## config.mk

```make
export PLATFORM = sky130hd
export DESIGN_NAME = endpoint_score_topk_keeper
export DESIGN_NICKNAME = d
export VERILOG_FILES = /design/src/design/estk_pkg.sv /design/src/design/estk_scorer.sv /design/src/design/estk_cell.sv /design/src/design/endpoint_score_topk_keeper.sv
export SDC_FILE = /design/constraint.sdc
export NUM_CORES = 1
export LEC_CHECK = 0
export BUFFER_PORTS_ARGS = -buffer_cell sky130_fd_sc_hd__buf_2
export CAP_MARGIN = 20
export CORE_MARGIN = 2
export CORE_UTILIZATION = 39
export DETAILED_ROUTE_END_ITERATION = 12
export PLACE_DENSITY_LB_ADDON = 0.15
export SLEW_MARGIN = 20
export SYNTH_ARGS = -nofsm -noshare
export SYNTH_HDL_FRONTEND = slang
export SYNTH_HIERARCHICAL = 1
export SYNTH_SLANG_ARGS = --single-unit
```

## constraint.sdc

```tcl
create_clock -name clk -period 4.4 [get_ports clk]
set_input_delay 1.1 -clock clk [delete_from_list [all_inputs] [get_ports clk]]
set_output_delay 1.1 -clock clk [all_outputs]
set_load 0.005 [all_outputs]
```

## src/design/estk_pkg.sv

```systemverilog
// Shared types and constants for the endpoint score top-k keeper.
package estk_pkg;

    localparam int IDX_W   = 4;
    localparam int SCORE_W = 3;
    localparam int TAG_W   = 16;
    localparam int FILL_W  = 5;
    localparam int DROP_W  = 16;

    localparam logic [SCORE_W-1:0] SCORE_LOOPBACK = 3'd0;
    localparam logic [SCORE_W-1:0] SCORE_V6       = 3'd1;
    localparam logic [SCORE_W-1:0] SCORE_PRIVATE  = 3'd2;
    localparam logic [SCORE_W-1:0] SCORE_PUBLIC   = 3'd3;
    localparam logic [SCORE_W-1:0] SCORE_LAN      = 3'd4;
    // Larger than any real score, so the first cell always takes the token.
    localparam logic [SCORE_W-1:0] SCORE_NONE     = 3'd7;

    localparam logic ACTION_CLEAR = 1'b0;
    localparam logic ACTION_OFFER = 1'b1;

    localparam logic REG_LOCAL_ADDRESS = 1'b0;
    localparam logic REG_LOCAL_PREFIX  = 1'b1;

    typedef struct packed {
        logic             action;
        logic             is_ipv4;
        logic [7:0]       octet_a;
        logic [7:0]       octet_b;
        logic [7:0]       octet_c;
        logic [7:0]       octet_d;
        logic [TAG_W-1:0] endpoint_tag;
    } in_item_t;

    typedef struct packed {
        logic [SCORE_W-1:0] score;
        logic               kept;
        logic [IDX_W-1:0]   slot_index;
        logic               evicted_valid;
        logic [TAG_W-1:0]   evicted_tag;
        logic [FILL_W-1:0]  filled_count;
        logic [DROP_W-1:0]  dropped_total;
    } out_item_t;

    // Scan token: the weakest slot seen so far along the chain.
    typedef struct packed {
        logic               valid;
        logic [SCORE_W-1:0] score;
        logic [IDX_W-1:0]   idx;
        logic [TAG_W-1:0]   tag;
    } tok_t;

    // Slot write broadcast to every cell.
    typedef struct packed {
        logic               en;
        logic [IDX_W-1:0]   idx;
        logic [SCORE_W-1:0] score;
        logic [TAG_W-1:0]   tag;
    } wr_t;

endpackage

```

## src/design/estk_scorer.sv

```systemverilog
// Endpoint scoring logic: loopback, local subnet, private ranges, public, IPv6.
module estk_scorer (
    input  estk_pkg::in_item_t              item,
    input  logic [31:0]                     local_address,
    input  logic [5:0]                      local_prefix,
    output logic [estk_pkg::SCORE_W-1:0]    score
);

    logic [31:0] addr;
    logic [4:0]  shamt;
    logic [31:0] mask;
    logic        prefix_ok;
    logic        in_subnet;
    logic        is_private;

    always_comb
    begin
        addr      = {item.octet_a, item.octet_b, item.octet_c, item.octet_d};
        prefix_ok = (local_prefix != 6'd0) && (local_prefix <= 6'd32);
        shamt     = 5'(6'd32 - local_prefix);
        mask      = 32'hFFFF_FFFF << shamt;
        in_subnet = prefix_ok && ((addr & mask) == (local_address & mask));

        is_private = (item.octet_a == 8'd10)
                  || (item.octet_a == 8'd192 && item.octet_b == 8'd168)
                  || (item.octet_a == 8'd172 && item.octet_b >= 8'd16
                      && item.octet_b <= 8'd31)
                  || (item.octet_a == 8'd169 && item.octet_b == 8'd254)
                  || (item.octet_a == 8'd100 && item.octet_b >= 8'd64
                      && item.octet_b <= 8'd127);

        if (!item.is_ipv4)
            score = estk_pkg::SCORE_V6;
        else if (item.octet_a == 8'd127)
            score = estk_pkg::SCORE_LOOPBACK;
        else if (in_subnet)
            score = estk_pkg::SCORE_LAN;
        else if (is_private)
            score = estk_pkg::SCORE_PRIVATE;
        else
            score = estk_pkg::SCORE_PUBLIC;
    end

endmodule

```

## src/design/estk_cell.sv

```systemverilog
// One slot cell: holds a score and tag, and passes the weakest-slot token on.
module estk_cell #(
    parameter int CELL_ID = 0
) (
    input  logic           clk,
    input  logic           rst_n,
    input  estk_pkg::wr_t  wr,
    input  estk_pkg::tok_t tok_in,
    output estk_pkg::tok_t tok_out
);

    logic [estk_pkg::SCORE_W-1:0] score_reg;
    logic [estk_pkg::TAG_W-1:0]   tag_reg;
    logic                         tok_valid_reg;
    estk_pkg::tok_t               tok_reg;
    estk_pkg::tok_t               tok_next;

    always_ff @(posedge clk)
    begin
        if (wr.en && wr.idx == estk_pkg::IDX_W'(CELL_ID))
        begin
            score_reg <= wr.score;
            tag_reg   <= wr.tag;
        end
    end

    // Only a strictly lower score takes over, so the first lowest slot wins.
    always_comb
    begin
        tok_next = tok_in;
        if (score_reg < tok_in.score)
        begin
            tok_next.score = score_reg;
            tok_next.idx   = estk_pkg::IDX_W'(CELL_ID);
            tok_next.tag   = tag_reg;
        end
    end

    always_ff @(posedge clk or negedge rst_n)
    begin
        if (!rst_n)
            tok_valid_reg <= 1'b0;
        else
            tok_valid_reg <= tok_in.valid;
    end

    always_ff @(posedge clk)
    begin
        tok_reg <= tok_next;
    end

    always_comb
    begin
        tok_out       = tok_reg;
        tok_out.valid = tok_valid_reg;
    end

endmodule

```

## src/design/endpoint_score_topk_keeper.sv

```systemverilog
// Top level of the endpoint score top-k keeper: control, counters and the slot cell chain.
//
// Usage: the input channel (in_valid, in_stall, in_data) carries one item per
// handshake; an item is either a clear (action 0) that starts a new peer, or
// an endpoint offer (action 1). Every item yields exactly one result item on
// the output channel (out_valid, out_stall, out_data) with the endpoint's
// score, where it was stored, which endpoint it evicted and the counters.
// Configuration (local_address, local_prefix) is written through cfg_we,
// cfg_index and cfg_data while the block is idle.
// Flow: a clear, a loopback offer or an offer into a free slot passes through
// the EVAL and FINISH states before it reaches out_valid; an offer into a full
// table also sends a token down the row of SLOTS cells in the SCAN state to
// find the first weakest slot. One item is worked on at a time, and the next
// is taken only once a result has been issued and the block is idle again.
// Reset clears the fill count, the drop counter, the configuration and all
// handshake state; slot contents are not cleared and are only read once all
// slots have been written. When the receiver stalls, the finished result
// waits in the output register; one more item may be accepted and computed
// meanwhile, and it then waits until the output register frees up.
module endpoint_score_topk_keeper #(
    parameter int SLOTS = 4
) (
    input  logic                clk,
    input  logic                rst_n,
    input  logic                cfg_we,
    input  logic                cfg_index,
    input  logic [31:0]         cfg_data,
    input  logic                in_valid,
    output logic                in_stall,
    input  estk_pkg::in_item_t  in_data,
    output logic                out_valid,
    input  logic                out_stall,
    output estk_pkg::out_item_t out_data
);

    localparam logic [1:0] S_IDLE   = 2'd0;
    localparam logic [1:0] S_EVAL   = 2'd1;
    localparam logic [1:0] S_SCAN   = 2'd2;
    localparam logic [1:0] S_FINISH = 2'd3;

    logic [1:0]                      state_reg;
    logic [1:0]                      state_next;
    logic [31:0]                     local_address_reg;
    logic [5:0]                      local_prefix_reg;
    estk_pkg::in_item_t              item_reg;
    logic [estk_pkg::SCORE_W-1:0]    score_reg;
    logic [estk_pkg::SCORE_W-1:0]    score_next;
    logic [estk_pkg::FILL_W-1:0]     occupied_reg;
    logic [estk_pkg::FILL_W-1:0]     occupied_next;
    logic [estk_pkg::DROP_W-1:0]     drop_reg;
    logic [estk_pkg::DROP_W-1:0]     drop_next;
    estk_pkg::out_item_t             res_reg;
    estk_pkg::out_item_t             res_next;
    estk_pkg::out_item_t             out_reg;
    logic                            out_valid_reg;
    logic [estk_pkg::SCORE_W-1:0]    item_score;
    logic [estk_pkg::DROP_W-1:0]     drop_inc;
    logic                            out_free;
    estk_pkg::wr_t                   wr;
    estk_pkg::tok_t                  tok_head;
    estk_pkg::tok_t                  tok [SLOTS+1];

    assign in_stall  = (state_reg != S_IDLE);
    assign out_valid = out_valid_reg;
    assign out_data  = out_reg;
    assign out_free  = !out_valid_reg || !out_stall;
    assign drop_inc  = (drop_reg != 16'hFFFF) ? drop_reg + 16'd1 : drop_reg;
    assign tok[0]    = tok_head;

    // Configuration registers.
    always_ff @(posedge clk or negedge rst_n)
    begin
        if (!rst_n)
        begin
            local_address_reg <= '0;
            local_prefix_reg  <= '0;
        end
        else if (cfg_we)
        begin
            unique case (cfg_index)
                estk_pkg::REG_LOCAL_ADDRESS: local_address_reg <= cfg_data;
                estk_pkg::REG_LOCAL_PREFIX:  local_prefix_reg  <= cfg_data[5:0];
                default:                     local_address_reg <= local_address_reg;
            endcase
        end
    end

    estk_scorer u_scorer (
        .item          (item_reg),
        .local_address (local_address_reg),
        .local_prefix  (local_prefix_reg),
        .score         (item_score)
    );

    // The row of slot cells; the token enters at cell 0 and leaves at the end.
    genvar g;
    generate
        for (g = 0; g < SLOTS; g++)
        begin : g_cell
            estk_cell #(
                .CELL_ID (g)
            ) u_cell (
                .clk     (clk),
                .rst_n   (rst_n),
                .wr      (wr),
                .tok_in  (tok[g]),
                .tok_out (tok[g+1])
            );
        end
    endgenerate

    always_comb
    begin
        state_next     = state_reg;
        score_next     = score_reg;
        occupied_next  = occupied_reg;
        drop_next      = drop_reg;
        res_next       = res_reg;
        wr             = '0;
        tok_head       = '0;
        tok_head.score = estk_pkg::SCORE_NONE;

        unique case (state_reg)
            S_IDLE:
            begin
                if (in_valid)
                    state_next = S_EVAL;
            end

            S_EVAL:
            begin
                res_next       = '0;
                score_next     = item_score;
                res_next.score = item_score;
                state_next     = S_FINISH;
                if (item_reg.action == estk_pkg::ACTION_CLEAR)
                begin
                    res_next.score = estk_pkg::SCORE_LOOPBACK;
                    occupied_next  = '0;
                    drop_next      = '0;
                end
                else if (item_score == estk_pkg::SCORE_LOOPBACK)
                begin
                    res_next.filled_count  = occupied_reg;
                    res_next.dropped_total = drop_reg;
                end
                else if (occupied_reg < estk_pkg::FILL_W'(SLOTS))
                begin
                    wr.en                  = 1'b1;
                    wr.idx                 = occupied_reg[estk_pkg::IDX_W-1:0];
                    wr.score               = item_score;
                    wr.tag                 = item_reg.endpoint_tag;
                    occupied_next          = occupied_reg + 5'd1;
                    res_next.kept          = 1'b1;
                    res_next.slot_index    = occupied_reg[estk_pkg::IDX_W-1:0];
                    res_next.filled_count  = occupied_reg + 5'd1;
                    res_next.dropped_total = drop_reg;
                end
                else
                begin
                    // Full table: walk the cells to find the weakest slot.
                    tok_head.valid = 1'b1;
                    state_next     = S_SCAN;
                end
            end

            S_SCAN:
            begin
                if (tok[SLOTS].valid)
                begin
                    drop_next              = drop_inc;
                    res_next.filled_count  = occupied_reg;
                    res_next.dropped_total = drop_inc;
                    if (tok[SLOTS].score < score_reg)
                    begin
                        wr.en                  = 1'b1;
                        wr.idx                 = tok[SLOTS].idx;
                        wr.score               = score_reg;
                        wr.tag                 = item_reg.endpoint_tag;
                        res_next.kept          = 1'b1;
                        res_next.slot_index    = tok[SLOTS].idx;
                        res_next.evicted_valid = 1'b1;
                        res_next.evicted_tag   = tok[SLOTS].tag;
                    end
                    state_next = S_FINISH;
                end
            end

            S_FINISH:
            begin
                if (out_free)
                    state_next = S_IDLE;
            end

            default:
            begin
                state_next = S_IDLE;
            end
        endcase
    end

    always_ff @(posedge clk or negedge rst_n)
    begin
        if (!rst_n)
        begin
            state_reg     <= S_IDLE;
            occupied_reg  <= '0;
            drop_reg      <= '0;
            out_valid_reg <= 1'b0;
        end
        else
        begin
            state_reg    <= state_next;
            occupied_reg <= occupied_next;
            drop_reg     <= drop_next;
            if (state_reg == S_FINISH && out_free)
                out_valid_reg <= 1'b1;
            else if (!out_stall)
                out_valid_reg <= 1'b0;
        end
    end

    always_ff @(posedge clk)
    begin
        if (state_reg == S_IDLE && in_valid)
            item_reg <= in_data;
        score_reg <= score_next;
        res_reg   <= res_next;
        if (state_reg == S_FINISH && out_free)
            out_reg <= res_reg;
    end

endmodule
```

==> reports/summary.log, run 1 <==
INFO  die            floorplan.rows=72
INFO  die            initial_util=0.393
INFO  die            core-area=38500um^2
INFO  timing         timing.fmax=241MHz
INFO  finish         layoutNonFillerInstCount=1761
INFO  routing        initial_drc_count=424
INFO  timing         fin_worst_hold_slack=0.347ns
INFO  place          dp_hpwl=19.2mm
INFO  cts            clk_pin_slew_worst_paths=0.06ns
INFO  routing        drt_drc=0
INFO  power_and_ir_drop design_power_total=10.4mW
INFO  place          placed_cell_area=16400um^2
INFO  yosys          synthArstFlopShare=0.174
INFO  cts            cts_buffer_depth=3
INFO  global_route   grt_antenna_before_repair=1
INFO  die            die-width=201um
INFO  cts            clockRootBuffer=sky130_fd_sc_hd__clkbuf_16
INFO  global_route   first_global_vias=8687
INFO  yosys          post-synth-top-count-cell=sky130_fd_sc_hd__edfxtp_1
INFO  die            die_height=201um
INFO  die            design.die.area=40300um^2
INFO  yosys          synth_edf_count=221
INFO  cts            clk_latency=0.56ns
INFO  finish         final_standard_cell_area_without_fillers=17800um^2
INFO  timing         skew=0.0158ns
INFO  yosys          synth.cell_area=15100um^2
INFO  timing         worst_setup_margin=0.258ns
INFO  global_route   overflow=0
INFO  routing        vias=8556
INFO  worst_setup_path critical_path_peak_fanout=19
INFO  yosys          synth_top_cells_by_count=221 x sky130_fd_sc_hd__edfxtp_1, 92 x sky130_fd_sc_hd__dfxtp_1, 66 x sky130_fd_sc_hd__dfrtp_1, 65 x sky130_fd_sc_hd__mux2_2, 65 x sky130_fd_sc_hd__nand2_1
INFO  worst_setup_path worst_setup_path_end_kind=flop
INFO  yosys          yosysWarningCount=6
INFO  timing         max_slew_violations=0
INFO  cts            clock_tree_from_tritoncts=yes
INFO  worst_setup_path worstPathRequired=4.65ns
INFO  routing        routedWlPerCell=16.8um
INFO  routing        detailedRoute.firstPassIterationCount=5
INFO  place          globalplace.congestion=0.815
INFO  min_path       timing.hold.worst.class=reg -> reg
INFO  timing         max-slew-margin-rel=0.328
INFO  finish         share_of_post_route_cells_with_drive_strength_above_1=0.302
INFO  cts            clock_sinks=379
INFO  flow_run       timing.max_cap.violations=0
INFO  place          placement.io_buffers=135
INFO  timing         final.min_clock_period=4.14ns
INFO  routing        via_per_inst=4.86
INFO  worst_setup_path critical_path_class=reg -> reg
INFO  finish         antenna_cells_inserted=0
INFO  outcome        result_of_the_run=finished clean
INFO  global_route   grt_first_pass_wirelength=47.3mm
INFO  cts            count_of_h_tree_levels_built_during_cts=2
INFO  yosys          avgSynthCellArea=14.6um^2
INFO  die            ports_placed_on_the_boundary=136
INFO  yosys          seq_total_area_yosys=0.670
INFO  cts            post_cts_hold_buffer_count=0
INFO  timing         post_route_clock_period_utilization=0.941
INFO  place          pre_cts_ws=-0.123ns
INFO  global_route   grt_util_all_layers=0.150
INFO  routing        ant_nets=0
INFO  yosys          ys_top_cells_by_area=sky130_fd_sc_hd__edfxtp_1 44%, sky130_fd_sc_hd__dfxtp_1 12%, sky130_fd_sc_hd__dfrtp_1 11%, sky130_fd_sc_hd__mux2_2 4.8%, sky130_fd_sc_hd__mux2_4 4.8%
INFO  power_and_ir_drop powerDensity=583nW/um^2
INFO  yosys          postSynthCellCount=1033
INFO  timing         setup_viol=0
INFO  worst_setup_path critical_path.startpoint_type=flop
INFO  place          placed_insts=1685
INFO  global_route   grt_start_max_net_pins=51
INFO  cts            cts_made_buffers=41
INFO  finish         layout-area-overhead-vs-synth=17.8%
INFO  yosys          ys_ff_latch=379
INFO  power_and_ir_drop power_leakage=6.94nW
INFO  timing         timing.final.hold_violations=0
INFO  finish         largest_register_ff_count=92
INFO  yosys          synth_top_cell_by_area=sky130_fd_sc_hd__edfxtp_1
INFO  yosys          synth.distinct_cells=85
INFO  worst_setup_path worst-endpoint-arrival=4.39ns
INFO  timing         tightest_slew=1.00ns
INFO  yosys          synth_largest_type_area_fraction=0.439
INFO  finish         finalNetCount=1320
INFO  timing         setup_tns=0ns
INFO  power_and_ir_drop power.ir.vdd_worst=249uV
INFO  yosys          synth_top_flop_cell=sky130_fd_sc_hd__edfxtp_1
INFO  routing        detail_route.wirelength=29.6mm
INFO  finish         utilization=0.463
==> kinds of logic after synthesis <==
| family | share of synthesized area |
|---|---|
| flops | 0.670 |
| simple gates | 0.0901 |
| compound gates | 0.0738 |
| mux | 0.0988 |
| buf+inv | 0.0273 |
| xor+xnor | 0.0219 |
| fa+ha+maj | 0.0174 |
| other cells | 0.000497 |
==> cells in the final DEF (no fill, tap or decap), types with 4 or more instances in the layout <==
| master | n |
|---|---|
| sky130_fd_sc_hd__clkbuf_8 | 4 |
| sky130_fd_sc_hd__dfrtp_1 | 65 |
| sky130_fd_sc_hd__nor4_1 | 8 |
| sky130_fd_sc_hd__nand2b_1 | 9 |
| sky130_fd_sc_hd__inv_1 | 32 |
| sky130_fd_sc_hd__o31ai_1 | 7 |
| sky130_fd_sc_hd__xor2_1 | 11 |
| sky130_fd_sc_hd__o311ai_0 | 5 |
| sky130_fd_sc_hd__o21ai_0 | 24 |
| sky130_fd_sc_hd__nand3_1 | 22 |
| sky130_fd_sc_hd__dfxtp_1 | 92 |
| sky130_fd_sc_hd__a31oi_1 | 9 |
| sky130_fd_sc_hd__a21oi_1 | 46 |
| sky130_fd_sc_hd__a22o_1 | 5 |
| sky130_fd_sc_hd__clkinv_2 | 10 |
| sky130_fd_sc_hd__clkbuf_16 | 41 |
| sky130_fd_sc_hd__o211ai_1 | 8 |
| sky130_fd_sc_hd__a22oi_1 | 4 |
| sky130_fd_sc_hd__o22ai_1 | 5 |
| sky130_fd_sc_hd__nor2_1 | 22 |
| sky130_fd_sc_hd__nor2b_1 | 8 |
| sky130_fd_sc_hd__nor3_1 | 22 |
| sky130_fd_sc_hd__nand4_1 | 8 |
| sky130_fd_sc_hd__conb_1 | 25 |
| sky130_fd_sc_hd__nor2b_2 | 4 |
| sky130_fd_sc_hd__ha_1 | 19 |
| sky130_fd_sc_hd__mux2_2 | 65 |
| sky130_fd_sc_hd__buf_4 | 23 |
| sky130_fd_sc_hd__xnor2_1 | 25 |
| sky130_fd_sc_hd__buf_2 | 135 |
| sky130_fd_sc_hd__and2_1 | 39 |
| sky130_fd_sc_hd__clkbuf_1 | 11 |
| sky130_fd_sc_hd__mux2_4 | 48 |
| sky130_fd_sc_hd__nand2_1 | 65 |
| sky130_fd_sc_hd__edfxtp_1 | 221 |
==> metal layers <==
| metal | wire length [um] | up-vias | GRT usage |
|---|---|---|---|
| met3 | 1450 | 47 | 0.0380 |
| met2 | 14100 | 187 | 0.245 |
| met4 | 576 | 2 | 0.0444 |
| met5 | 13 | - | 0 |
| li1 | - | 4150 | - |
| met1 | 13500 | 4170 | 0.197 |
==> worst max-delay path, cell delays in order, from the launching register on <==
cell	delay, ns
sky130_fd_sc_hd__dfrtp_2	0.41
sky130_fd_sc_hd__inv_1	0.12
sky130_fd_sc_hd__ha_4	0.22
sky130_fd_sc_hd__xnor2_4	0.28
sky130_fd_sc_hd__buf_4	0.19
sky130_fd_sc_hd__a22oi_1	0.07
sky130_fd_sc_hd__or4_1	0.44
sky130_fd_sc_hd__o41ai_2	0.25
sky130_fd_sc_hd__nand4_1	0.22
sky130_fd_sc_hd__a31o_2	0.30
sky130_fd_sc_hd__nor3_4	0.23
sky130_fd_sc_hd__nor2_2	0.10
sky130_fd_sc_hd__nand2_1	0.10
sky130_fd_sc_hd__o22ai_1	0.12
sky130_fd_sc_hd__nor4_1	0.35
sky130_fd_sc_hd__and2_1	0.21
sky130_fd_sc_hd__buf_8	0.20
==> power by group <==
part / leakage (nW) / switching (mW) / internal, mW / total, mW
Sequential: 3.64 / 0.273 / 4.62 / 4.89
Clock: 0.652 / 1.37 / 1.97 / 3.34
Combinational: 2.65 / 1.28 / 0.867 / 2.14
Total: 6.94 / 2.91 / 7.46 / 10.4
==> path summary, 6_finish.rpt <==
path / startpoint / endpoint / slack, ns / cells after the start
max in group asynchronous: rst_n / local_address_reg[25] / 3.00 / 2
worst min register to register: g_cell[1].u_cell/tok_valid_reg / g_cell[2].u_cell/tok_valid_reg / 0.35 / 0
worst max register to register: local_prefix_reg[1] / g_cell[0].u_cell/tag_reg[14] / 0.26 / 16
worst max-delay path: local_prefix_reg[1] / g_cell[0].u_cell/tag_reg[14] / 0.26 / 16
worst min-delay path: g_cell[1].u_cell/tok_valid_reg / g_cell[2].u_cell/tok_valid_reg / 0.35 / 0
min in group asynchronous: rst_n / local_address_reg[9] / 0.61 / 1
==> final cells by class <==
type / count / area (um^2)
Clock buffer: 56 / 1120
Clock inverter: 19 / 193
Fill cell: 3466 / 20700
Inverter: 32 / 120
Multi-Input combinational cell: 598 / 4720
Sequential cell: 379 / 10100
Tap cell: 518 / 648
Timing Repair Buffer: 159 / 863
==> what timing repair did <==
action | CTS | global route
pin swaps | 0 | 2
buffers inserted | 0 | 1
resized for setup | 2 | 10
setup endpoints to repair | 40 | 77
gates cloned | 0 | 0
No activity file was read; power rests on OpenSTA's default activity.
==> run 2: changes to the inputs <==
CELL_PAD_IN_SITES_DETAIL_PLACEMENT = 0   (was unset)
CELL_PAD_IN_SITES_GLOBAL_PLACEMENT = 1   (was unset)
==> reports/summary.log, run 2 (synthesis results as in run 1) <==
INFO  power_and_ir_drop power.ir.vdd_worst=288uV [+16%]
INFO  worst_setup_path critical_path_peak_fanout=19 [unchanged]
INFO  power_and_ir_drop power_leakage=6.92nW [-0.39%]
INFO  global_route   first_global_vias=8546 [-1.6%]
INFO  global_route   grt_first_pass_wirelength=47.8mm [+0.87%]
INFO  die            die_height=201um [unchanged]
INFO  cts            clk_latency=0.56ns [about the same]
INFO  min_path       timing.hold.worst.class=reg -> reg
INFO  worst_setup_path worst_setup_path_end_kind=flop
INFO  timing         post_route_clock_period_utilization=0.925 [-0.0160]
INFO  cts            clock_sinks=379 [unchanged]
INFO  routing        detailedRoute.firstPassIterationCount=4 [-1]
INFO  routing        wl_met1=14.1mm [+4.8%]
INFO  finish         commonest_non_fill_non_tap_cell_in_the_layout=sky130_fd_sc_hd__edfxtp_1
INFO  place          placed_cell_area=16400um^2 [about the same]
INFO  timing         timing.fmax=246MHz [+1.7%]
INFO  routing        vias=8495 [-0.71%]
INFO  flow_run       timing.max_cap.violations=0 [unchanged]
INFO  die            design.die.area=40300um^2 [unchanged]
INFO  worst_setup_path worstPathRequired=4.63ns [-0.02 ns]
INFO  die            core-area=38500um^2 [unchanged]
INFO  timing         final.min_clock_period=4.07ns [-0.0704 ns]
INFO  routing        ant_nets=0 [unchanged]
INFO  cts            count_of_h_tree_levels_built_during_cts=2 [unchanged]
INFO  timing         timing.final.hold_violations=0 [unchanged]
INFO  place          pre_cts_ws=0.00711ns [+0.130 ns]
INFO  worst_setup_path critical_path_class=reg -> reg
INFO  finish         layout-area-overhead-vs-synth=17.3%
INFO  timing         skew=0.0143ns [-0.00150 ns]
INFO  finish         final_cell_mix=221 x sky130_fd_sc_hd__edfxtp_1, 135 x sky130_fd_sc_hd__buf_2, 92 x sky130_fd_sc_hd__dfxtp_1
INFO  routing        detailroute.wirelength.met3=1.31mm [-9.8%]
INFO  routing        via_per_inst=4.83 [-0.54%]
INFO  routing        met2_length=13.9mm [-1.7%]
INFO  global_route   grt_start_max_net_pins=62 [+22%]
INFO  finish         final_standard_cell_area_without_fillers=17700um^2 [-0.35%]
INFO  cts            cts_made_buffers=40 [-2.4%]
INFO  routing        drt_drc=0 [unchanged]
INFO  cts            cts_buffer_depth=3 [unchanged]
INFO  cts            clockRootBuffer=sky130_fd_sc_hd__clkbuf_16
INFO  routing        route.top_layer_used=met4
INFO  finish         share_of_post_route_cells_with_drive_strength_above_1=0.300 [-0.00249]
INFO  routing        detail_route.wirelength=30.1mm [+1.4%]
INFO  routing        initial_drc_count=491 [+16%]
INFO  timing         setup_viol=0 [unchanged]
INFO  place          dp_hpwl=20.0mm [+4.2%]
INFO  cts            clk_pin_slew_worst_paths=0.06ns [about the same]
INFO  die            initial_util=0.393 [unchanged]
INFO  timing         setup_tns=0ns [unchanged]
INFO  cts            clock_tree_from_tritoncts=yes
INFO  finish         finalNetCount=1317 [-0.23%]
INFO  place          globalplace.congestion=0.815 [about the same]
INFO  place          placement.io_buffers=135 [unchanged]
INFO  finish         antenna_cells_inserted=0 [unchanged]
INFO  cts            post_cts_hold_buffer_count=0 [unchanged]
INFO  timing         worst_setup_margin=0.328ns [+0.0703 ns]
INFO  timing         grt_setup_unrepaired=no
INFO  die            ports_placed_on_the_boundary=136 [unchanged]
INFO  outcome        result_of_the_run=finished clean
INFO  die            floorplan.rows=72 [unchanged]
INFO  timing         max_slew_violations=0 [unchanged]
INFO  worst_setup_path worst-endpoint-arrival=4.30ns [-0.09 ns]
INFO  power_and_ir_drop powerDensity=578nW/um^2 [-0.77%]
INFO  global_route   grt_util_all_layers=0.152 [+0.00203]
INFO  routing        routedWlPerCell=17.1um [+1.6%]
INFO  die            die-width=201um [unchanged]
INFO  timing         tightest_slew=1.03ns [+0.0216 ns]
INFO  timing         max-slew-margin-rel=0.313 [-0.0145]
INFO  global_route   grt_antenna_before_repair=0 [-1]
INFO  worst_setup_path critical_path.startpoint_type=flop
INFO  global_route   overflow=0 [unchanged]
INFO  finish         largest_register_ff_count=92 [unchanged]
-- run 2: cell type report --
| type | instances | area, um^2 |
|---|---|---|
| fillers | 3449 | 20700 |
| flip-flops and latches | 379 | 10100 |
| multi-input cells | 598 | 4710 |
| clock buffers | 58 | 1170 |
| repair buffers | 157 | 845 |
| well taps | 518 | 648 |
| inverters | 32 | 120 |
| clock inverters | 16 | 111 |
-- run 2: worst max-delay path: stages, from the launching register on --
cell	delay [ns]
sky130_fd_sc_hd__dfrtp_1	0.43
sky130_fd_sc_hd__inv_1	0.15
sky130_fd_sc_hd__ha_2	0.31
sky130_fd_sc_hd__xnor2_4	0.18
sky130_fd_sc_hd__buf_4	0.20
sky130_fd_sc_hd__o21ai_1	0.08
sky130_fd_sc_hd__a221o_1	0.37
sky130_fd_sc_hd__nor4_1	0.31
sky130_fd_sc_hd__nand4_1	0.21
sky130_fd_sc_hd__nor2_2	0.25
sky130_fd_sc_hd__nor3_2	0.09
sky130_fd_sc_hd__nor2_2	0.21
sky130_fd_sc_hd__nand3_1	0.14
sky130_fd_sc_hd__a21boi_1	0.27
sky130_fd_sc_hd__and4b_1	0.23
sky130_fd_sc_hd__buf_4	0.30
-- run 2: timing repair --
item,in CTS,in global routing
buffers inserted,0,0
resized for setup,0,7
endpoints found under the setup margin,0,78
-- run 2: worst paths after layout --
path | depth (start not counted) | slack (ns) | from | end
worst min-delay path | 0 | 0.35 | g_cell[1].u_cell/tok_valid_reg | g_cell[2].u_cell/tok_valid_reg
worst max-delay path | 15 | 0.33 | local_prefix_reg[1] | g_cell[1].u_cell/tag_reg[1]
worst min register to register | 0 | 0.35 | g_cell[1].u_cell/tok_valid_reg | g_cell[2].u_cell/tok_valid_reg
min in group asynchronous | 1 | 0.41 | rst_n | local_address_reg[12]
worst max register to register | 15 | 0.33 | local_prefix_reg[1] | g_cell[1].u_cell/tag_reg[1]
max in group asynchronous | 2 | 3.15 | rst_n | occupied_reg[0]
-- run 2: metal layers --
layer	vias to the layer above	track usage
met3	55	0.0289
met5	-	0
met4	0	0.0561
met2	182	0.241
li1	4140	-
met1	4118	0.207
-- run 2: where the power goes --
group | switching (mW) | total, mW | leakage, nW | internal, mW
Clock | 1.37 | 3.23 | 0.635 | 1.87
Sequential | 0.278 | 4.90 | 3.65 | 4.62
Combinational | 1.27 | 2.13 | 2.64 | 0.853
Total | 2.92 | 10.3 | 6.92 | 7.34
-- run 2: through the flow --
stage,instances,power [mW],util,hold slack [ns]
floorplan,1056,6.36,-,0.386
global placement,1684,7.12,0.427,0.336
detailed placement,1684,7.13,0.427,0.335
CTS,1758,10.4,0.460,0.348
global route,1758,10.8,0.461,0.352
finish,1758,10.3,0.461,0.347
==> run 3: changes to the inputs <==
BUFFER_PORTS_ARGS = unset   (was -buffer_cell sky130_fd_sc_hd__buf_2)
DONT_BUFFER_PORTS = 1   (was unset)
SKIP_CTS_REPAIR_TIMING = 1   (was unset)
SLEW_MARGIN = unset   (was 20)
==> reports/summary.log, run 3 (synthesis results as in run 1) <==
INFO  outcome        result_of_the_run=finished clean
INFO  worst_setup_path r2r_setup_slack=0.42ns [+0.09 ns]
INFO  timing         fin_worst_hold_slack=0.238ns [-0.110 ns]
INFO  power_and_ir_drop power.ir.vdd_worst=284uV [-1.4%]
INFO  die            core-area=38500um^2 [unchanged]
INFO  die            initial_util=0.393 [unchanged]
INFO  timing         timing.final.hold_violations=0 [unchanged]
INFO  finish         layoutNonFillerInstCount=1625 [-7.6%]
INFO  global_route   grt_antenna_before_repair=3 [+3]
INFO  routing        ant_nets=0 [unchanged]
INFO  routing        detailedRoute.firstPassIterationCount=5 [+1]
INFO  global_route   grt_first_pass_wirelength=46.4mm [-2.9%]
INFO  finish         finalNetCount=1182 [-10%]
INFO  finish         final_standard_cell_area_without_fillers=17100um^2 [-3.4%]
INFO  worst_setup_path worstPathRequired=4.64ns [about the same]
INFO  worst_setup_path critical_path_peak_fanout=19 [unchanged]
INFO  place          placed_cell_area=15700um^2 [-4.2%]
INFO  die            die-width=201um [unchanged]
INFO  cts            clock_sinks=379 [unchanged]
INFO  min_path       timing.hold.worst.class=in -> async
INFO  power_and_ir_drop power_leakage=6.40nW [-7.5%]
INFO  cts            clk_latency=0.56ns [about the same]
INFO  routing        drt_drc=0 [unchanged]
INFO  timing         tightest_slew=1.03ns [+0.00295 ns]
INFO  timing         max-slew-margin-rel=0.311 [-0.00198]
INFO  place          pre_cts_ws=0.0682ns [+0.0611 ns]
INFO  worst_setup_path rr_startpoint=local_prefix_reg[2]
INFO  timing         post_route_clock_period_utilization=0.906 [-0.0198]
INFO  cts            clock_tree_from_tritoncts=yes
INFO  routing        initial_drc_count=326 [-34%]
INFO  timing         grt_setup_unrepaired=no
INFO  routing        vias=8024 [-5.5%]
INFO  worst_setup_path worst-endpoint-arrival=4.23ns [-0.07 ns]
INFO  place          placement.io_buffers=0 [-100%]
INFO  timing         timing.fmax=251MHz [+2.2%]
INFO  global_route   overflow=0 [unchanged]
INFO  place          dp_hpwl=19.4mm [-3.1%]
INFO  finish         largest_register_ff_count=92 [unchanged]
INFO  timing         worst_setup_margin=0.415ns [+0.0872 ns]
INFO  global_route   grt_start_max_net_pins=67 [+8.1%]
INFO  global_route   gr-max-usage-layer=met2
INFO  global_route   grt_util_all_layers=0.147 [-0.00427]
INFO  die            design.die.area=40300um^2 [unchanged]
INFO  worst_setup_path critical_path.startpoint_type=flop
INFO  timing         skew=0.0131ns [-0.00123 ns]
INFO  power_and_ir_drop powerDensity=598nW/um^2 [+3.5%]
INFO  timing         setup_tns=0ns [unchanged]
INFO  global_route   use_met2=0.241 [-0.000371]
INFO  worst_setup_path worst_setup_path_end_kind=flop
INFO  worst_setup_path startpoint=local_prefix_reg[2]
INFO  place          placed_insts=1548 [-8.1%]
INFO  routing        routedWlPerCell=18.0um [+5.3%]
INFO  finish         layout-area-overhead-vs-synth=13.4%
INFO  worst_setup_path critical_path_class=reg -> reg
INFO  timing         setup_viol=0 [unchanged]
INFO  die            die_height=201um [unchanged]
INFO  cts            cts_made_buffers=41 [+2.5%]
INFO  die            ports_placed_on_the_boundary=136 [unchanged]
INFO  routing        via_per_inst=4.94 [+2.2%]
INFO  cts            count_of_h_tree_levels_built_during_cts=2 [unchanged]
INFO  global_route   gr-usage-met3=0.0422 [+0.0133]
INFO  die            floorplan.rows=72 [unchanged]
INFO  cts            cts_buffer_depth=3 [unchanged]
INFO  cts            clockRootBuffer=sky130_fd_sc_hd__clkbuf_16
INFO  timing         max_slew_violations=0 [unchanged]
INFO  flow_run       timing.max_cap.violations=0 [unchanged]
INFO  global_route   grtUsageMet1=0.193 [-0.0143]
INFO  cts            clk_pin_slew_worst_paths=0.06ns [about the same]
INFO  global_route   first_global_vias=8060 [-5.7%]
INFO  timing         final.min_clock_period=3.98ns [-0.0872 ns]
INFO  power_and_ir_drop design_power_total=10.3mW [about the same]
INFO  finish         utilization=0.445 [-0.0157]
INFO  finish         share_of_post_route_cells_with_drive_strength_above_1=0.215 [-0.0853]
INFO  place          globalplace.congestion=0.794 [-2.6%]
INFO  finish         final_cell_mix=221 x sky130_fd_sc_hd__edfxtp_1, 92 x sky130_fd_sc_hd__dfxtp_1, 65 x sky130_fd_sc_hd__nand2_1, 65 x sky130_fd_sc_hd__mux2_2, 65 x sky130_fd_sc_hd__dfrtp_1
INFO  routing        detail_route.wirelength=29.3mm [-2.7%]
INFO  finish         commonest_non_fill_non_tap_cell_in_the_layout=sky130_fd_sc_hd__edfxtp_1
==> run 3: per-layer routing <==
layer / vias to the layer above / routed length [um] / part of all wire
met1: 3962 / 13200 / 0.45
met4: 2 / 457 / 0.016
met2: 156 / 14100 / 0.48
met3: 42 / 1460 / 0.050
li1: 3862 / - / -
met5: - / 7 / 0.00024
==> run 3: final timing paths <==
kind | endpoint | cells past startpoint
setup / recovery | g_cell[0].u_cell/tag_reg[15] | 14
hold / removal | local_address_reg[14] | 0
setup reg to reg | g_cell[0].u_cell/tag_reg[15] | 14
hold reg to reg | g_cell[2].u_cell/tok_valid_reg | 0
max in group asynchronous | drop_reg[2] | 0
min in group clk | g_cell[2].u_cell/tok_valid_reg | 0
==> run 3: worst max-delay path, stage by stage, from the launching register on <==
cell                      delay, ns
sky130_fd_sc_hd__dfrtp_1       0.54
sky130_fd_sc_hd__o31ai_4       0.30
sky130_fd_sc_hd__and2_1        0.30
sky130_fd_sc_hd__a22oi_1       0.12
sky130_fd_sc_hd__or4_1         0.42
sky130_fd_sc_hd__o41ai_2       0.24
sky130_fd_sc_hd__nand4_1       0.22
sky130_fd_sc_hd__a31o_2        0.29
sky130_fd_sc_hd__nor3_2        0.23
sky130_fd_sc_hd__nor2_2        0.11
sky130_fd_sc_hd__nand2_1       0.10
sky130_fd_sc_hd__o22ai_1       0.12
sky130_fd_sc_hd__nor4_1        0.25
sky130_fd_sc_hd__and2_1        0.17
sky130_fd_sc_hd__buf_6         0.23
==> run 3: cell type report <==
| type | count | area [um^2] |
|---|---|---|
| Tap cell | 518 | 648 |
| Antenna cell | 3 | 7.51 |
| Multi-Input combinational cell | 598 | 4720 |
| Clock inverter | 16 | 188 |
| Timing Repair Buffer | 21 | 173 |
| Clock buffer | 58 | 1150 |
| Sequential cell | 379 | 10100 |
| Fill cell | 3459 | 21300 |
| Inverter | 32 | 120 |
==> run 3: report_power, final <==
group          total, mW  leakage [nW]  switching [mW]  internal [mW]
clock               3.37         0.651            1.36           2.01
sequential          4.94          3.64           0.320           4.62
combinational       1.94          2.10            1.19          0.750
